## config.mk

```make
export PLATFORM = sky130hd
export DESIGN_NAME = srdz_sqrt
export DESIGN_NICKNAME = d
export VERILOG_FILES = /design/src/srdz_pkg.sv /design/src/srdz_sqrt.sv
export SDC_FILE = /design/constraint.sdc
export NUM_CORES = 1
export LEC_CHECK = 0
export BUFFER_PORTS_ARGS = -buffer_cell sky130_fd_sc_hd__buf_2
export CORE_ASPECT_RATIO = 1.25
export CORE_UTILIZATION = 30
export DETAILED_ROUTE_END_ITERATION = 12
export GPL_ROUTABILITY_DRIVEN = 0
export PLACE_DENSITY = 0.55
export SETUP_SLACK_MARGIN = 0.3
export SLEW_MARGIN = 30
export SYNTH_ARGS = -nofsm -noshare
export SYNTH_HDL_FRONTEND = slang
export SYNTH_SLANG_ARGS = --single-unit
```

## constraint.sdc

```tcl
create_clock -name clock -period 3.73 [get_ports clock]
set_input_delay 0.1865 -clock clock [delete_from_list [all_inputs] [get_ports clock]]
set_output_delay 0.1865 -clock clock [all_outputs]
set_load 0.02 [all_outputs]
```

## src/srdz_pkg.sv

```systemverilog
// shared constants and types for the stick radial dead zone core
// no dependencies
package srdz_pkg;

   localparam int FULL_SCALE = 1000;
   localparam int DZ_MAX     = 999;
   localparam int AXIS_W     = 11;
   localparam int MAG_W      = 10;
   localparam int DZ_W       = 10;
   localparam int SQ_W       = 22;
   localparam int ROOT_W     = 11;
   localparam int REM_W      = 13;
   localparam int PROD_W     = 21;
   localparam int Q_W        = 16;
   localparam int OUT_W      = 16;
   localparam int ADDR_W     = 3;

   localparam logic [ADDR_W-1:0] ADDR_DEAD_ZONE = 3'd0;

   typedef struct packed {
      logic [MAG_W-1:0] mag_x;
      logic [MAG_W-1:0] mag_y;
      logic             neg_x;
      logic             neg_y;
      logic [DZ_W-1:0]  dz;
   } side_type;

   typedef struct packed {
      logic neg;
      logic zero;
      logic dz_hit;
   } meta_type;

endpackage

```

## src/srdz_sqrt.sv

```systemverilog
// pipelined integer square root, one root bit per stage
// depends on srdz_pkg
module srdz_sqrt (
   input  logic                     clock,
   input  logic                     reset,
   input  logic                     en,
   input  logic                     in_valid,
   input  logic [srdz_pkg::SQ_W-1:0]   in_sq,
   input  srdz_pkg::side_type       in_side,
   output logic                     out_valid,
   output logic [srdz_pkg::ROOT_W-1:0] out_root,
   output srdz_pkg::side_type       out_side
);
   import srdz_pkg::*;

   logic              vld_ff  [ROOT_W];
   logic [SQ_W-1:0]   sq_ff   [ROOT_W];
   logic [REM_W-1:0]  rem_ff  [ROOT_W];
   logic [ROOT_W-1:0] root_ff [ROOT_W];
   side_type          side_ff [ROOT_W];

   for (genvar k = 0; k < ROOT_W; k++) begin : g_step
      logic              vld_i;
      logic [SQ_W-1:0]   sq_i;
      logic [REM_W-1:0]  rem_i;
      logic [ROOT_W-1:0] root_i;
      side_type          side_i;
      logic [REM_W+1:0]  cur;
      logic [REM_W+1:0]  trial;
      logic [REM_W-1:0]  rem_in;
      logic [ROOT_W-1:0] root_in;

      if (k == 0) begin : g_first
         assign vld_i  = in_valid;
         assign sq_i   = in_sq;
         assign rem_i  = '0;
         assign root_i = '0;
         assign side_i = in_side;
      end else begin : g_next
         assign vld_i  = vld_ff[k-1];
         assign sq_i   = sq_ff[k-1];
         assign rem_i  = rem_ff[k-1];
         assign root_i = root_ff[k-1];
         assign side_i = side_ff[k-1];
      end

      always_comb begin
         cur   = {rem_i, sq_i[SQ_W-1 -: 2]};
         trial = {{(REM_W+2-ROOT_W-2){1'b0}}, root_i, 2'b01};
         if (cur >= trial) begin
            rem_in  = REM_W'(cur - trial);
            root_in = {root_i[ROOT_W-2:0], 1'b1};
         end else begin
            rem_in  = cur[REM_W-1:0];
            root_in = {root_i[ROOT_W-2:0], 1'b0};
         end
      end

      always_ff @(posedge clock) begin
         if (reset) begin
            vld_ff[k] <= 1'b0;
         end else if (en) begin
            vld_ff[k] <= vld_i;
         end
         if (en) begin
            sq_ff[k]   <= {sq_i[SQ_W-3:0], 2'b00};
            rem_ff[k]  <= rem_in;
            root_ff[k] <= root_in;
            side_ff[k] <= side_i;
         end
      end
   end

   assign out_valid = vld_ff[ROOT_W-1];
   assign out_root  = root_ff[ROOT_W-1];
   assign out_side  = side_ff[ROOT_W-1];

endmodule

```

==> load_flow_metrics.sql <==
INSERT INTO impl_metrics (metric_group, metric, value, unit) VALUES
('outcome', 'run_status', 'complete, no violations', ''),
('logic_synthesis', 'number_of_enable_flip_flop_cells_after_synthesis', '656', ''),
('sta', 'setup_total_negative_slack', '0', 'ps'),
('sta', 'worst_pin_slew', '882', 'ps'),
('placed_design', 'io_buffer_count', '101', ''),
('critical_path', 'critPathArrivalTime', '3270', 'ps'),
('grt', 'use_met2', '0.149', ''),
('logic_synthesis', 'synth_flop_cell', 'sky130_fd_sc_hd__edfxtp_1', ''),
('logic_synthesis', 'netlist.area_leader.share', '0.810', ''),
('drt', 'drtAntennaViolNets', '0', ''),
('floorplanning', 'floorplan.initialDensity', '0.304', ''),
('pwr', 'share_seq_of_total_power', '0.524', ''),
('clock_network', 'path_clk_slew', '60', 'ps'),
('final_layout', 'finish.net_count', '1730', ''),
('drt', 'drt_pre_antenna_iters', '5', ''),
('clock_network', 'clock_latency', '590', 'ps'),
('pwr', 'power.net_switching', '0.00365', 'W'),
('floorplanning', 'floorplan.rows', '116', ''),
('sta', 'final.period_utilization', '0.788', ''),
('critical_path', 'crit_fanout', '16', ''),
('final_layout', 'share_of_cells_above_drive_strength_1', '0.144', ''),
('pwr', 'clkPwrFrac', '0.406', ''),
('pwr', 'combPwrFrac', '0.070', ''),
('floorplanning', 'num_io_pins', '102', ''),
('logic_synthesis', 'post_synthesis_cell_type_count', '61', ''),
('grt', 'gr-total-overflow', '0', ''),
('logic_synthesis', 'synth-seq-area-share', '0.810', ''),
('pwr', 'intPower', '0.0136', 'W'),
('floorplanning', 'dieArea', '82200', 'sq um'),
('logic_synthesis', 'asyncSetResetFlopFracSynth', '0', ''),
('grt', 'global_route.usage.met3', '0.0230', ''),
('clock_network', 'tritoncts_clock_tree', 'yes', ''),
('logic_synthesis', 'synth-warning-count', '0', ''),
('drt', 'wl_per_cell', '13.2', 'um'),
('logic_synthesis', 'synthMostInstantiatedCell', 'sky130_fd_sc_hd__edfxtp_1', ''),
('logic_synthesis', 'synth.net_count', '1498', ''),
('logic_synthesis', 'synth_area_leader_cell', 'sky130_fd_sc_hd__edfxtp_1', ''),
('logic_synthesis', 'netlist_area', '24300', 'sq um'),
('logic_synthesis', 'post_synth_inst_count', '1365', ''),
('critical_path', 'data_required_time_at_the_worst_endpoint', '4060', 'ps'),
('drt', 'totalWireLength', '35900', 'um'),
('final_layout', 'area_growth_syn_to_fin', '20.0', '%'),
('sta', 'finalSetupViolations', '0', ''),
('final_layout', 'ff_latch_area', '19700', 'sq um'),
('grt', 'number_of_global_route_vias_before_repair', '11900', ''),
('pwr', 'p_sw_frac', '0.212', ''),
('floorplanning', 'die_height', '320', 'um'),
('placed_design', 'number_of_placed_instances_with_taps_included', '2529', ''),
('logic_synthesis', 'postSynthRegisterBits', '656', ''),
('logic_synthesis', 'postSynthAreaPerCell', '17.8', 'sq um'),
('drt', 'post-route-drc-count', '0', ''),
('sta', 'clock.fmax', '340', 'MHz'),
('critical_path', 'critPathLaunchType', 'flip-flop', ''),
('pwr', 'static-leakage-power', '10.6', 'nW'),
('sta', 'finalClockSkew', '22.0', 'ps'),
('grt', 'grt_busiest_layer', 'met2', ''),
('critical_path', 'crit_path_end_kind', 'flip-flop', ''),
('grt', 'gr-usage-met1', '0.0981', ''),
('worst_hold_path', 'worst_hold_path_type', 'input port to flip-flop', ''),
('sta', 'unrepaired_setup_endpoints_after_global_routing', 'no', ''),
('grt', 'globalRouteTotalUtil', '0.0876', ''),
('logic_synthesis', 'leading_post_synthesis_cells_by_cell_area', 'sky130_fd_sc_hd__edfxtp_1 81%, sky130_fd_sc_hd__ha_1 3.9%, sky130_fd_sc_hd__inv_1 1.4%', ''),
('clock_network', 'ctsLongestPathBuffers', '3', ''),
('grt', 'grt_antenna_before_repair', '0', ''),
('final_layout', 'multi_input_gate_area_in_the_final_layout', '4200', 'sq um'),
('pwr', 'vdd_ir_drop_max', '0.462', 'mV'),
('floorplanning', 'die_w', '257', 'um'),
('drt', 'viasPerCell', '4.22', ''),
('pwr', 'power.density_cell_area', '590', 'nW/um^2'),
('grt', 'largest_net_degree_at_the_start_of_global_routing', '106', ''),
('clock_network', 'cts_buffers', '71', '');
## placed cells by master, fill, tap and decap left out, types with 5 or more instances in the layout
cell type / count
sky130_fd_sc_hd__edfxtp_1: 656
sky130_fd_sc_hd__buf_2: 100
sky130_fd_sc_hd__inv_1: 92
sky130_fd_sc_hd__ha_1: 75
sky130_fd_sc_hd__clkbuf_16: 74
sky130_fd_sc_hd__nor2_1: 67
sky130_fd_sc_hd__a21oi_1: 57
sky130_fd_sc_hd__dlygate4sd3_1: 56
sky130_fd_sc_hd__o21ai_0: 49
sky130_fd_sc_hd__nand2_1: 49
sky130_fd_sc_hd__xor2_1: 37
sky130_fd_sc_hd__xnor2_1: 35
sky130_fd_sc_hd__o21a_1: 24
sky130_fd_sc_hd__nor3_1: 22
sky130_fd_sc_hd__nand3_1: 17
sky130_fd_sc_hd__and2_1: 15
sky130_fd_sc_hd__clkinv_1: 14
sky130_fd_sc_hd__nor2b_1: 13
sky130_fd_sc_hd__nor4_1: 13
sky130_fd_sc_hd__a21o_1: 13
sky130_fd_sc_hd__or3_1: 12
sky130_fd_sc_hd__nand2b_1: 12
sky130_fd_sc_hd__mux2_2: 11
sky130_fd_sc_hd__clkbuf_1: 10
sky130_fd_sc_hd__clkinv_2: 10
sky130_fd_sc_hd__bufinv_16: 9
sky130_fd_sc_hd__buf_4: 9
sky130_fd_sc_hd__nand4_1: 8
sky130_fd_sc_hd__o31ai_1: 6
sky130_fd_sc_hd__o211ai_1: 6
sky130_fd_sc_hd__a211oi_1: 6
sky130_fd_sc_hd__nor3b_1: 5
sky130_fd_sc_hd__buf_12: 5
## registers in the layout, indices dropped and copies added (netlist names)
register  count
rem_ff      117
root_ff      66
side_ff     352
sq_ff       110
vld_ff       11
## critical path, cell delays in order (launching register included)
cell and delay (ps):
sky130_fd_sc_hd__edfxtp_1 380, sky130_fd_sc_hd__ha_1 240, sky130_fd_sc_hd__or3_1 410, sky130_fd_sc_hd__or3_1 350
sky130_fd_sc_hd__or4_4 450, sky130_fd_sc_hd__nor3_4 550, sky130_fd_sc_hd__nor3b_1 130, sky130_fd_sc_hd__xor2_1 180
## layout make-up
cell class	instances	area share
sequential	656	0.675
timing repair buffer	172	0.0429
clock buffer	84	0.0647
tap	1062	0.0455
clock inverter	43	0.0159
inverter	92	0.0118
multi-input combinational	604	0.144
## through the flow
stage | instance area, sq um | hold WS [ps] | setup slack [ps]
2_1_floorplan | 24300 | 285 | 1180
3_3_place_gp | 26300 | 363 | 881
3_5_place_dp | 26300 | 365 | 789
4_1_cts | 29200 | 71.5 | 786
5_1_grt | 29200 | 116 | 625
6_report | 29200 | 103 | 791
## worst paths after layout
check | from | endpoint | slack (ps) | cells past startpoint
worst min-delay path | reset | vld_ff[3][1]$_DFFE_PP_ | 100 | 2
worst max register to register | rem_ff[5][5]$_DFFE_PP_ | rem_ff[6][12]$_DFFE_PP_ | 790 | 7
worst min register to register | side_ff[4][27]$_DFFE_PP_ | side_ff[5][27]$_DFFE_PP_ | 410 | 0
worst max-delay path | rem_ff[5][5]$_DFFE_PP_ | rem_ff[6][12]$_DFFE_PP_ | 790 | 7
## cell families after synthesis
kind of cell	after synthesis	share of synthesized area
compound gates	189	0.0486
xor+xnor	72	0.0259
fa+ha+maj	75	0.0386
buf+inv	105	0.0170
flops	656	0.810
mux	14	0.00633
other cells	1	0.000154
simple gates	253	0.0532
## per-layer routing
| metal | vias to the layer above | part of all wire |
|---|---|---|
| li1 | 5662 | - |
| met1 | 5434 | 0.41 |
| met2 | 239 | 0.49 |
| met3 | 109 | 0.052 |
| met4 | 0 | 0.044 |
| met5 | - | 0 |
## power by group through the flow
stage,sequential (W),clock (W),combinational (W)
finish,0.00902,0.00699,0.00120
global route,0.00908,0.00753,0.00134
CTS,0.00903,0.00727,0.00120
detailed placement,0.00918,0,0.00115
global placement,0.00917,0,0.00110
floorplan,0.00913,0,0.000735
## timing repair
action,4_1_cts,5_1_grt
resized for setup,0,0
endpoints found under the hold margin,56,0
hold buffers,56,0
Power figures use the tool's default switching activity.
