[src/srdz_pkg.sv]
// shared constants and types for the stick radial dead zone core
// no dependencies
package srdz_pkg;

   localparam int FULL_SCALE = 1000;
   localparam int DZ_MAX     = 999;
   localparam int AXIS_W     = 11;
   localparam int MAG_W      = 10;
   localparam int DZ_W       = 10;
   localparam int SQ_W       = 22;
   localparam int ROOT_W     = 11;
   localparam int REM_W      = 13;
   localparam int PROD_W     = 21;
   localparam int Q_W        = 16;
   localparam int OUT_W      = 16;
   localparam int ADDR_W     = 3;

   localparam logic [ADDR_W-1:0] ADDR_DEAD_ZONE = 3'd0;

   typedef struct packed {
      logic [MAG_W-1:0] mag_x;
      logic [MAG_W-1:0] mag_y;
      logic             neg_x;
      logic             neg_y;
      logic [DZ_W-1:0]  dz;
   } side_type;

   typedef struct packed {
      logic neg;
      logic zero;
      logic dz_hit;
   } meta_type;

endpackage

[src/srdz_div.sv]
// pipelined restoring divider, one quotient bit per stage, with overflow flag
// quotient of (prod << 14) / den; depends on srdz_pkg
module srdz_div (
   input  logic                      clock,
   input  logic                      reset,
   input  logic                      en,
   input  logic                      in_valid,
   input  srdz_pkg::meta_type        in_meta,
   input  logic [srdz_pkg::PROD_W-1:0] in_prod,
   input  logic [srdz_pkg::PROD_W-1:0] in_den,
   output logic                      out_valid,
   output srdz_pkg::meta_type        out_meta,
   output logic [srdz_pkg::Q_W-1:0]  out_q,
   output logic                      out_ovf
);
   import srdz_pkg::*;

   localparam int STAGES = Q_W + 1;

   logic              vld_ff  [STAGES];
   meta_type          meta_ff [STAGES];
   logic              ovf_ff  [STAGES];
   logic [PROD_W-1:0] den_ff  [STAGES];
   logic [PROD_W-1:0] rem_ff  [STAGES];
   logic [Q_W-1:0]    low_ff  [STAGES];
   logic [Q_W-1:0]    q_ff    [STAGES];

   // first stage: overflow test and initial remainder
   always_ff @(posedge clock) begin
      if (reset) begin
         vld_ff[0] <= 1'b0;
      end else if (en) begin
         vld_ff[0] <= in_valid;
      end
      if (en) begin
         meta_ff[0] <= in_meta;
         ovf_ff[0]  <= ({2'b00, in_prod[PROD_W-1:2]} >= in_den);
         den_ff[0]  <= in_den;
         rem_ff[0]  <= {2'b00, in_prod[PROD_W-1:2]};
         low_ff[0]  <= {in_prod[1:0], {(Q_W-2){1'b0}}};
         q_ff[0]    <= '0;
      end
   end

   for (genvar k = 1; k < STAGES; k++) begin : g_step
      logic [PROD_W:0]   cur;
      logic [PROD_W-1:0] rem_in;
      logic              qbit;

      always_comb begin
         cur  = {rem_ff[k-1], low_ff[k-1][Q_W-1]};
         qbit = (cur >= {1'b0, den_ff[k-1]});
         if (qbit) begin
            rem_in = PROD_W'(cur - {1'b0, den_ff[k-1]});
         end else begin
            rem_in = cur[PROD_W-1:0];
         end
      end

      always_ff @(posedge clock) begin
         if (reset) begin
            vld_ff[k] <= 1'b0;
         end else if (en) begin
            vld_ff[k] <= vld_ff[k-1];
         end
         if (en) begin
            meta_ff[k] <= meta_ff[k-1];
            ovf_ff[k]  <= ovf_ff[k-1];
            den_ff[k]  <= den_ff[k-1];
            rem_ff[k]  <= rem_in;
            low_ff[k]  <= {low_ff[k-1][Q_W-2:0], 1'b0};
            q_ff[k]    <= {q_ff[k-1][Q_W-2:0], qbit};
         end
      end
   end

   assign out_valid = vld_ff[STAGES-1];
   assign out_meta  = meta_ff[STAGES-1];
   assign out_q     = q_ff[STAGES-1];
   assign out_ovf   = ovf_ff[STAGES-1];

endmodule

[config.mk]
export PLATFORM = sky130hd
export DESIGN_NAME = srdz_div
export DESIGN_NICKNAME = d
export VERILOG_FILES = /design/src/srdz_pkg.sv /design/src/srdz_div.sv
export SDC_FILE = /design/constraint.sdc
export NUM_CORES = 1
export LEC_CHECK = 0
export BUFFER_PORTS_ARGS = -buffer_cell sky130_fd_sc_hd__buf_2
export CORE_ASPECT_RATIO = 1.4
export CORE_MARGIN = 2
export CORE_UTILIZATION = 47
export DETAILED_ROUTE_END_ITERATION = 10
export GPL_TIMING_DRIVEN = 0
export PLACE_DENSITY = 0.75
export SLEW_MARGIN = 25
export SYNTH_ARGS = -nofsm -noshare
export SYNTH_HDL_FRONTEND = slang
export SYNTH_SLANG_ARGS = --single-unit
[constraint.sdc]
create_clock -name clock -period 2.9 [get_ports clock]
set_input_delay 0.29 -clock clock [delete_from_list [all_inputs] [get_ports clock]]
set_output_delay 0.29 -clock clock [all_outputs]
set_load 0.02 [all_outputs]
==> results of run 1 <==
worst paths after layout:
path | startpoint | end | slack, ps | cells past startpoint
hold reg to reg | q_ff[0][129] | q_ff[0][146] | 400 | 0
setup / recovery | low_ff[0][29] | q_ff[0][32] | -530 | 14
hold / removal | en | den_ff[0][18] | 90 | 1
setup reg to reg | low_ff[0][29] | q_ff[0][32] | -530 | 14
placed cells by master, fill, tap and decap left out, types with 46 or more instances in the layout:
| master | instances |
|---|---|
| a21o_1 | 125 |
| a21oi_1 | 205 |
| a21oi_2 | 54 |
| buf_2 | 69 |
| buf_4 | 212 |
| buf_6 | 47 |
| clkbuf_16 | 99 |
| dlygate4sd3_1 | 46 |
| edfxtp_1 | 894 |
| ha_1 | 297 |
| inv_1 | 427 |
| mux2_4 | 111 |
| nand2_1 | 192 |
| nand3_1 | 48 |
| nor2_1 | 189 |
| o21a_1 | 49 |
| o21ai_0 | 165 |
| xnor2_1 | 159 |
| xor2_1 | 82 |
cell usage after synthesis, drive strengths merged (29+ instances only):
cell type,number,area (um^2)
edfxtp,894,26800
inv,456,1710
ha,353,4420
a21oi,270,1370
nor2,230,863
o21ai,229,1160
nand2,209,785
xnor2,159,1390
mux2,155,1750
a21o,125,938
xor2,82,718
nand3,56,280
nor2b,55,344
nor3,52,260
o21a,51,383
buf,45,315
clkbuf,45,169
nand2b,43,269
nand4,41,257
and2,37,231
and3,29,181
o21bai,29,218
sequential cells by signal, indices dropped and copies added (netlist names):
signal   cells
den_ff     336
low_ff       3
meta_ff     51
ovf_ff      17
q_ff       136
rem_ff     334
vld_ff      17
timing repair:
action                     in CTS  in global routing
setup endpoints to repair     329                323
buffers inserted              172                104
hold endpoints to repair       46                  0
resized for setup             590                274
pin swaps                     149                157
gates cloned                   16                  6
hold buffers                   46                  0
routing by layer:
metal,routed length (um),up-vias,track usage (%)
met5,0,-,0
met4,10200,0,17.0
met3,3140,429,2.65
met2,64800,792,43.0
met1,31600,15600,15.1
li1,-,15400,-
stage by stage:
stage	setup TNS (ps)	utilization (%)	hold slack, ps	area [um^2]	worst slack [ps]
global placement	-	49.4	401	49800	-12820
finish	-33700	58.6	90.9	59100	-527
floorplan	-1250	-	389	47800	-62.5
detailed placement	-286880	49.6	405	50000	-1460
CTS	-37370	57.1	39.2	57600	-449
global route	-51380	58.6	118	59100	-624
cells by family (layout without fill, tap and decap cells):
family	Yosys count	after routing
buffers and inverters	546	1091
muxes	174	174
adders and majority gates	368	368
and+or+nand+nor	822	822
AOI/OAI and AO/OA	922	922
xor gates and xnor gates	241	241
DFF	894	894
area by class of cell:
type	count	share of cell area, %
Inverter	456	2.91
Sequential cell	894	45.4
Buffer	66	1.24
Tap cell	1330	2.81
Clock inverter	51	0.922
Timing Repair Buffer	399	6.33
Multi-Input combinational cell	2527	36.3
Clock buffer	119	4.06
critical path, stage by stage (launching register included):
cell,delay (ps)
edfxtp_1,400
inv_2,80
ha_4,130
inv_2,40
fa_2,350
a21o_1,180
a21oi_2,160
o21a_1,200
o211ai_1,150
a211o_1,380
a41o_1,230
a211o_4,370
buf_12,160
buf_12,140
clkbuf_16,160
power groups by stage:
| stage | registers (mW) | logic, mW | clock network [mW] |
|---|---|---|---|
| after detailed placement | 20.0 | 23.1 | 0 |
| after global routing | 20.3 | 34.7 | 12.4 |
| after global placement | 20.3 | 22.5 | 0 |
| after CTS | 19.9 | 30.1 | 11.9 |
| after floorplan | 19.6 | 17.6 | 0 |
| final | 20.1 | 32.4 | 11.7 |
==> impl_metrics.tcl, run 1 <==
set metrics [dict create \
    cp-start-kind "register" \
    cts_sinks 894 \
    outcome "finished, violations left" \
    drc_errors 0 \
    critPathCaptureType "register" \
    peakVddDrop_mv 0.643 \
    ys_types 88 \
    syn_inst 3967 \
    synthSimpleGateAreaFrac_pct 8.33 \
    grt_pass1_wl_mm 166 \
    combPwrFrac_pct 50.5 \
    ys_seq_area_share_pct 56.3 \
    multi_input_area_mm2 0.0215 \
    antenna_found_initial 0 \
    worstSkewPairLatency_ps 710 \
    p_switching_mw 22.9 \
    synth_edf_count 894 \
    wire_per_inst_um 18.8 \
    power.total_mw 64.1 \
    power_frac_seq_pct 31.3 \
    seqCellArea_mm2 0.0268 \
    clock_skew_ps 42.8 \
    p_clk_share_pct 18.2 \
    ys_async_sr_fraction_pct 0 \
    powerDensity_mw_per_mm2 1080 \
    synth_xor_area_share_pct 4.42 \
    drtIter0Drc 1471 \
    worst_slack_ps -527 \
    nNetsFinal 4853 \
    core_area_mm2 0.101 \
    dp_hpwl_mm 72.5 \
    slew_viol_final 0 \
    gp_congestion 0.969 \
    cts_max_path_buffers 3 \
    worstPathRequired_ps 3330 \
    cts_max_level 3 \
    grt-ovfl-total 0 \
    die_h_um 381 \
    synth_area_mm2 0.0477 \
    io-pin-count 70 \
    synth_fa_ha_area_share_pct 9.89 \
    crit_arrival_ps 3850 \
    root_buffer "clkbuf_16" \
    min_path_type "in -> reg" \
    p_leak_nw 24.2 \
    dp_cells 5372 \
    ant_nets 0 \
    clkTransAtPathRegs_ps 60 \
    ys_ff_latch 894 \
    syn_avg_cell_area_um2 12.0 \
    final_cells 5842 \
    grt_pass1_vias 34000 \
    violations "setup timing" \
    track_usage_pct 20.3 \
    wl_mm 110 \
    syn_nets 4384 \
    yosys_warnings 0 \
    final-setup-viol-count 207 \
    drv_cap 0 \
    cts-buffers-inserted 92 \
    dr_total_vias 32300 \
    rsz0062_at_grt "yes" \
    die_area_mm2 0.104 \
    synth_top_family_by_area "compound AO/OA/AOI/OAI gates" \
    period_minus_slack_ps 3430 \
    relSlewSlack_pct 47.9 \
    n_antenna_cell 0 \
    path_max_fanout 6 \
    swShare_pct 35.7 \
    viasPerCell 5.52 \
    muxShareOfSynthArea_pct 4.06 \
    fmax_mhz 292 \
    cts_tree "yes" \
    tightestPinTransition_ps 773 \
    hold_viol_final 0 \
    fin_crit_sh_pct 118 \
    synth-compound-area-share_pct 12.4 \
    grt_max_degree 142 \
    final.fill_count 7608 \
    synthFlopType "edfxtp_1" \
    start_util_pct 47.3 \
    fp.dieW_um 273 \
    critPathKind "reg -> reg" \
    row_count 138 \
    p_int_mw 41.2 \
    syn_to_final_growth_pct 23.9 \
    portBuffers 69 \
    drive_above_1_share_pct 24.3 \
    drt_pass1_iterations 6 \
]
No activity file was read; power rests on OpenSTA's default activity.
==> run 2: changes to the inputs <==
--- a/config.mk
+++ b/config.mk
@@ -12,6 +12,7 @@
 export DETAILED_ROUTE_END_ITERATION = 10
 export GPL_TIMING_DRIVEN = 0
 export PLACE_DENSITY = 0.75
+export REMOVE_ABC_BUFFERS = 1
 export SLEW_MARGIN = 25
 export SYNTH_ARGS = -nofsm -noshare
 export SYNTH_HDL_FRONTEND = slang
==> run 2 against run 1 <==
  * The run still ends with setup timing left
  * Clock power is essentially flat
  * Sequential power is essentially flat
  * Non-clock buffer count shrank 24
  * Combinational power shrank 2%
==> impl_metrics.tcl, run 2 (synthesized netlist as in run 1, its figures left out) <==
set metrics [dict create \
    outcome "finished, violations left" \
    violations "setup timing" \
    critPathCaptureType "register" \
    reg2reg_from "low_ff[0][29]" \
    dp_cells 5301 \
    grt-ovfl-total 0 \
    track_usage_pct 19.9 \
    worstSkewPairLatency_ps 710 \
    drt_pass1_iterations 7 \
    relSlewSlack_pct 45.6 \
    final_common_cell "edfxtp_1" \
    endpoint "rem_ff[0][48]" \
    syn_to_final_growth_pct 23.7 \
    drtIter0Drc 1693 \
    start_util_pct 47.3 \
    cts_max_path_buffers 3 \
    r2r_setup_slack_ps -440 \
    core_area_mm2 0.101 \
    dr_total_vias 32300 \
    gp_congestion 0.898 \
    cts_max_level 3 \
    worstPathRequired_ps 3350 \
    grt_pass1_vias 34100 \
    power_frac_seq_pct 31.3 \
    crit_arrival_ps 3790 \
    mostFrequentLayoutCells "894 x edfxtp_1, 427 x inv_1, 294 x ha_1" \
    portBuffers 69 \
    dp_hpwl_mm 65.1 \
    min_path_type "in -> reg" \
    period_minus_slack_ps 3340 \
    n_antenna_cell 0 \
    largest_reg_flops 336 \
    final.setup.tns_ps -27310 \
    top_regs "den_ff (336), rem_ff (334), q_ff (136)" \
    fmax_mhz 299 \
    clock_skew_ps 49.3 \
    peakVddDrop_mv 0.655 \
    crit_start "low_ff[0][29]" \
    p_clk_share_pct 18.7 \
    path_max_fanout 5 \
    p_leak_nw 24.2 \
    wire_per_inst_um 18.3 \
    slew_viol_final 0 \
    grt_pass1_wl_mm 165 \
    top_register "den_ff" \
    power.total_mw 63.9 \
    tightestPinTransition_ps 817 \
    cts_tree "yes" \
    drv_cap 0 \
    final_cells 5819 \
    nNetsFinal 4835 \
    fin_crit_sh_pct 115 \
    cts_sinks 894 \
    worst_slack_ps -441 \
    critPathKind "reg -> reg" \
    viasPerCell 5.55 \
    swShare_pct 35.0 \
    p_int_mw 41.6 \
    antenna_found_initial 0 \
    cts-buffers-inserted 90 \
    clkTransAtPathRegs_ps 60 \
    ant_nets 0 \
    r2r_end "rem_ff[0][48]" \
    final-setup-viol-count 181 \
    hold_viol_final 0 \
    combPwrFrac_pct 49.9 \
    fp.dieW_um 273 \
    io-pin-count 70 \
    powerDensity_mw_per_mm2 1080 \
    hold_ws_ps 131 \
    drive_above_1_share_pct 24.1 \
    finalCoreUtilization_pct 58.5 \
    die_area_mm2 0.104 \
    cp-start-kind "register" \
    rr_worst_depth 12 \
    drc_errors 0 \
    rsz0062_at_grt "yes" \
    wl_mm 106 \
    grt_max_degree 137 \
    die_h_um 381 \
    root_buffer "clkbuf_16" \
    row_count 138 \
    p_switching_mw 22.4 \
]
run 2: cell count changes in the layout (fill, tap and decap cells not counted), moves of 7 or more:
cell,before,now
a21oi_1,205,225
a21oi_2,54,39
nor2_4,30,22
nand2_1,192,199
buf_12,36,17
buf_16,10,18
o21ai_2,24,34
clkbuf_1,39,13
clkinv_1,16,24
o21ai_0,165,158
nor2_1,189,199
ha_2,16,23
run 2: worst max-delay path: stages (launching register included):
cell	delay, ps
edfxtp_1	380
inv_1	80
ha_2	200
inv_2	50
fa_2	350
a21o_1	210
a21oi_2	140
o21a_1	200
o211ai_1	160
a211o_1	340
a41o_4	280
a211o_4	420
mux2_4	310
run 2: per-layer routing:
layer,track usage (%),routed length [um],up-vias,part of all wire (%)
li1,-,-,15400,-
met1,15.5,31800,15600,30
met2,41.5,62200,827,58
met3,2.62,3200,428,3.0
met4,16.1,9110,0,8.6
met5,0,0,-,0
run 2: what timing repair did:
action | 4_1_cts | 5_1_grt
pin swaps | 135 | 154
gates resized for setup | 447 | 308
endpoints found under the setup margin | 462 | 321
setup buffers | 212 | 103
gates cloned | 23 | 1
endpoints found under the hold margin | 100 | 0
hold buffers | 47 | 0
run 2: final cells by class:
class	instances	area (um^2)
fill	7570	41800
timing repair inverter	1	7.51
sequential	894	26800
timing repair buffer	441	4290
clock buffer	104	2330
tap	1330	1660
inverter	456	1720
multi-input combinational	2534	21500
clock inverter	59	692
run 2: worst min path at each step:
stage	start	to	slack, ps	cells after the start
final	en	den_ff[0][18]	130	2
after global routing	en	den_ff[0][18]	140	2
after CTS	en	den_ff[0][18]	100	2
after detailed placement	meta_ff[0][8]	meta_ff[0][11]	400	0
after global placement	meta_ff[0][18]	meta_ff[0][21]	400	0
after floorplan	in_den[0]	den_ff[0][0]	390	0
run 2: metrics by stage:
step                area (um^2)  setup slack (ps)
floorplan                 47200             -1530
global placement          49200            -12480
detailed placement        49800             -1460
CTS                       57400              -474
global route              59000              -518
finish                    59000              -441
run 2: power groups by stage:
stage	clock network, mW	registers [mW]	logic (mW)
after floorplan	0	19.6	17.2
after global placement	0	20.2	21.3
after detailed placement	0	20.0	22.6
after CTS	12.2	19.9	29.3
after global routing	12.7	20.3	34.3
final	12.0	20.0	31.9
==> run 3: changes to the inputs <==
--- a/config.mk
+++ b/config.mk
@@ -7,11 +7,11 @@
 export LEC_CHECK = 0
 export BUFFER_PORTS_ARGS = -buffer_cell sky130_fd_sc_hd__buf_2
 export CORE_ASPECT_RATIO = 1.4
-export CORE_MARGIN = 2
-export CORE_UTILIZATION = 47
+export CORE_MARGIN = 1
+export CORE_UTILIZATION = 55
 export DETAILED_ROUTE_END_ITERATION = 10
 export GPL_TIMING_DRIVEN = 0
-export PLACE_DENSITY = 0.75
+export PLACE_DENSITY = 0.84
 export REMOVE_ABC_BUFFERS = 1
 export SLEW_MARGIN = 25
 export SYNTH_ARGS = -nofsm -noshare
==> run 3 against run 2 <==
  * The flow still finishes with violations (setup timing)
  * Routed wire length grew 10%
  * Utilization grew 9.6 points
  * Non-clock buffer count shrank 16
  * Sequential share of layout area grew 0.45 points
  * Fmax shrank 2.2%
  * Sequential power is essentially flat
  * Count of clock-buffer cells in the layout shrank 1
  * Flip-flop and latch count is the same
  * Setup slack lost 75 ps
  * Critical endpoint is now rem_ff[0][59]
  * Highest routed layer unchanged
==> impl_metrics.tcl, run 3 (synthesized netlist as in run 1, its figures left out) <==
set metrics [dict create \
    outcome "finished, violations left" \
    violations "setup timing" \
    hold_ws_ps 19.2 \
    min_path_cells 1 \
    slew_viol_final 0 \
    relSlewSlack_pct 44.8 \
    grt_pass1_vias 34600 \
    path_cells "inv_1, ha_2, inv_2, fa_2, a21o_1, a21oi_2, o21a_1, o211ai_1, a211o_1, a41o_4, a211o_2, mux2_2" \
    grt_pass1_wl_mm 170 \
    reg2reg_from "low_ff[0][29]" \
    dr_total_vias 33300 \
    p_leak_nw 24.0 \
    syn_to_final_growth_pct 22.5 \
    nNetsFinal 4818 \
    final.setup.tns_ps -43820 \
    ant_nets 0 \
    cts_sinks 894 \
    cp_num_buf_inv 2 \
    final-setup-viol-count 226 \
    slowest_stage "a211o_2" \
    powerDensity_mw_per_mm2 1100 \
    die_h_um 351 \
    clkTransAtPathRegs_ps 60 \
    place_area_mm2 0.0495 \
    critPathKind "reg -> reg" \
    start_util_pct 55.6 \
    portBuffers 69 \
    worstPathRequired_ps 3330 \
    io-pin-count 70 \
    drtIter0Drc 2413 \
    slowest_delay_ps 450 \
    cts_tree "yes" \
    die_area_mm2 0.0880 \
    period_minus_slack_ps 3420 \
    fmax_mhz 293 \
    worstSkewPairLatency_ps 690 \
    hold-path-endpoint "den_ff[0][39]" \
    r2r_end "rem_ff[0][59]" \
    top_register "den_ff" \
    post-place-ws_ps -1500 \
    final_cells 5561 \
    r2r_setup_slack_ps -520 \
    crit_arrival_ps 3840 \
    cp_top_family "compound AO/OA/AOI/OAI gates" \
    mostFrequentLayoutCells "894 x edfxtp_1, 422 x inv_1, 288 x ha_1" \
    core_area_mm2 0.0858 \
    track_usage_pct 24.6 \
    multi_input_area_mm2 0.0216 \
    tightestPinTransition_ps 819 \
    n_antenna_cell 0 \
    dp_hpwl_mm 67.6 \
    drv_cap 0 \
    wire_per_inst_um 21.1 \
    dp_cells 5066 \
    rr_worst_depth 12 \
    final_area_mm2 0.0585 \
    fin_crit_sh_pct 118 \
    top_regs "den_ff (336), rem_ff (334), q_ff (136)" \
    cp-start-kind "register" \
    clock_skew_ps 61.2 \
    wl_mm 117 \
    cts_max_path_buffers 3 \
    drt_pass1_iterations 5 \
    peakVddDrop_mv 0.589 \
    cts-buffers-inserted 87 \
    drc_errors 0 \
    grt_max_degree 145 \
    worst_slack_ps -516 \
    root_buffer "clkbuf_16" \
    fp.dieW_um 251 \
    critPathCaptureType "register" \
    antenna_found_initial 1 \
    min_path_type "in -> reg" \
    viasPerCell 5.98 \
    largest_reg_flops 336 \
    row_count 127 \
    path_max_fanout 6 \
    seqCellArea_mm2 0.0268 \
    rsz0062_at_grt "yes" \
    hold_viol_final 0 \
    hp-start "en" \
    final_common_cell "edfxtp_1" \
    drive_above_1_share_pct 24.7 \
    gp_congestion 0.944 \
    cts_max_level 3 \
    final.fill_count 5429 \
    grt-ovfl-total 0 \
]
## run 3: cell count changes in the layout (fill, tap and decap cells not counted), moves of 6 or more
cell / delta
a21oi_1: -9
buf_4: -12
clkinv_1: -11
ha_1: -6
ha_2: +6
mux2_2: +8
mux2_4: -8
nor2_1: -10
nor2_2: +14
o21ai_2: +6
## run 3: layer usage
| layer | vias up | global-route usage, % | routed length (um) |
|---|---|---|---|
| li1 | 15400 | - | - |
| met2 | 1167 | 50.0 | 65400 |
| met1 | 16100 | 19.7 | 35200 |
| met5 | - | 0 | 0 |
| met3 | 592 | 3.59 | 4680 |
| met4 | 0 | 21.9 | 12200 |
## run 3: final cells by class
type,instances,share of cell area (%)
timing repair inverter,1,0.0128
inverter,456,2.95
timing repair buffer,425,6.87
multi-input combinational,2536,37.0
tap,1096,2.35
clock buffer,103,3.83
clock inverter,50,1.06
sequential,894,45.9
## run 3: how the worst max path moves through the flow
stage,from,end,slack (ps),cells after the start
after floorplan,rem_ff[0][85],rem_ff[0][109],-1530,9
after global placement,en,vld_ff[16],-12390,2
after detailed placement,low_ff[0][14],rem_ff[0][40],-1500,13
after CTS,low_ff[0][29],rem_ff[0][55],-520,12
after global routing,low_ff[0][29],rem_ff[0][55],-580,12
final,low_ff[0][29],rem_ff[0][59],-520,12
## run 3: worst reg2reg max path, cell delays in order, from the launching register on
cell	delay, ps
edfxtp_1	380
inv_1	70
ha_2	180
inv_2	40
fa_2	350
a21o_1	180
a21oi_2	170
o21a_1	190
o211ai_1	180
a211o_1	370
a41o_4	310
a211o_2	450
mux2_2	310
## run 3: metrics by stage
| step | utilization (%) | power [mW] |
|---|---|---|
| after floorplan | - | 36.8 |
| after global placement | 57.0 | 41.5 |
| after detailed placement | 57.7 | 42.8 |
| after CTS | 65.9 | 60.5 |
| after global routing | 68.1 | 67.2 |
| final | 68.1 | 64.1 |
## run 3: power breakdown
part	internal, mW	switching, mW	leakage (nW)	total, mW
sequential	18.5	1.62	8.76	20.1
combinational	15.9	16.6	13.8	32.5
clock	6.55	5.03	1.39	11.6
total	40.9	23.2	24.0	64.1
## run 3: repair_timing
| action | in CTS | in global routing |
|---|---|---|
| hold buffers | 46 | 0 |
| cloned | 17 | 5 |
| pin swaps | 148 | 178 |
| buffers inserted | 180 | 113 |
| hold endpoints to repair | 46 | 0 |
| endpoints found under the setup margin | 329 | 320 |
| gates resized for setup | 454 | 334 |
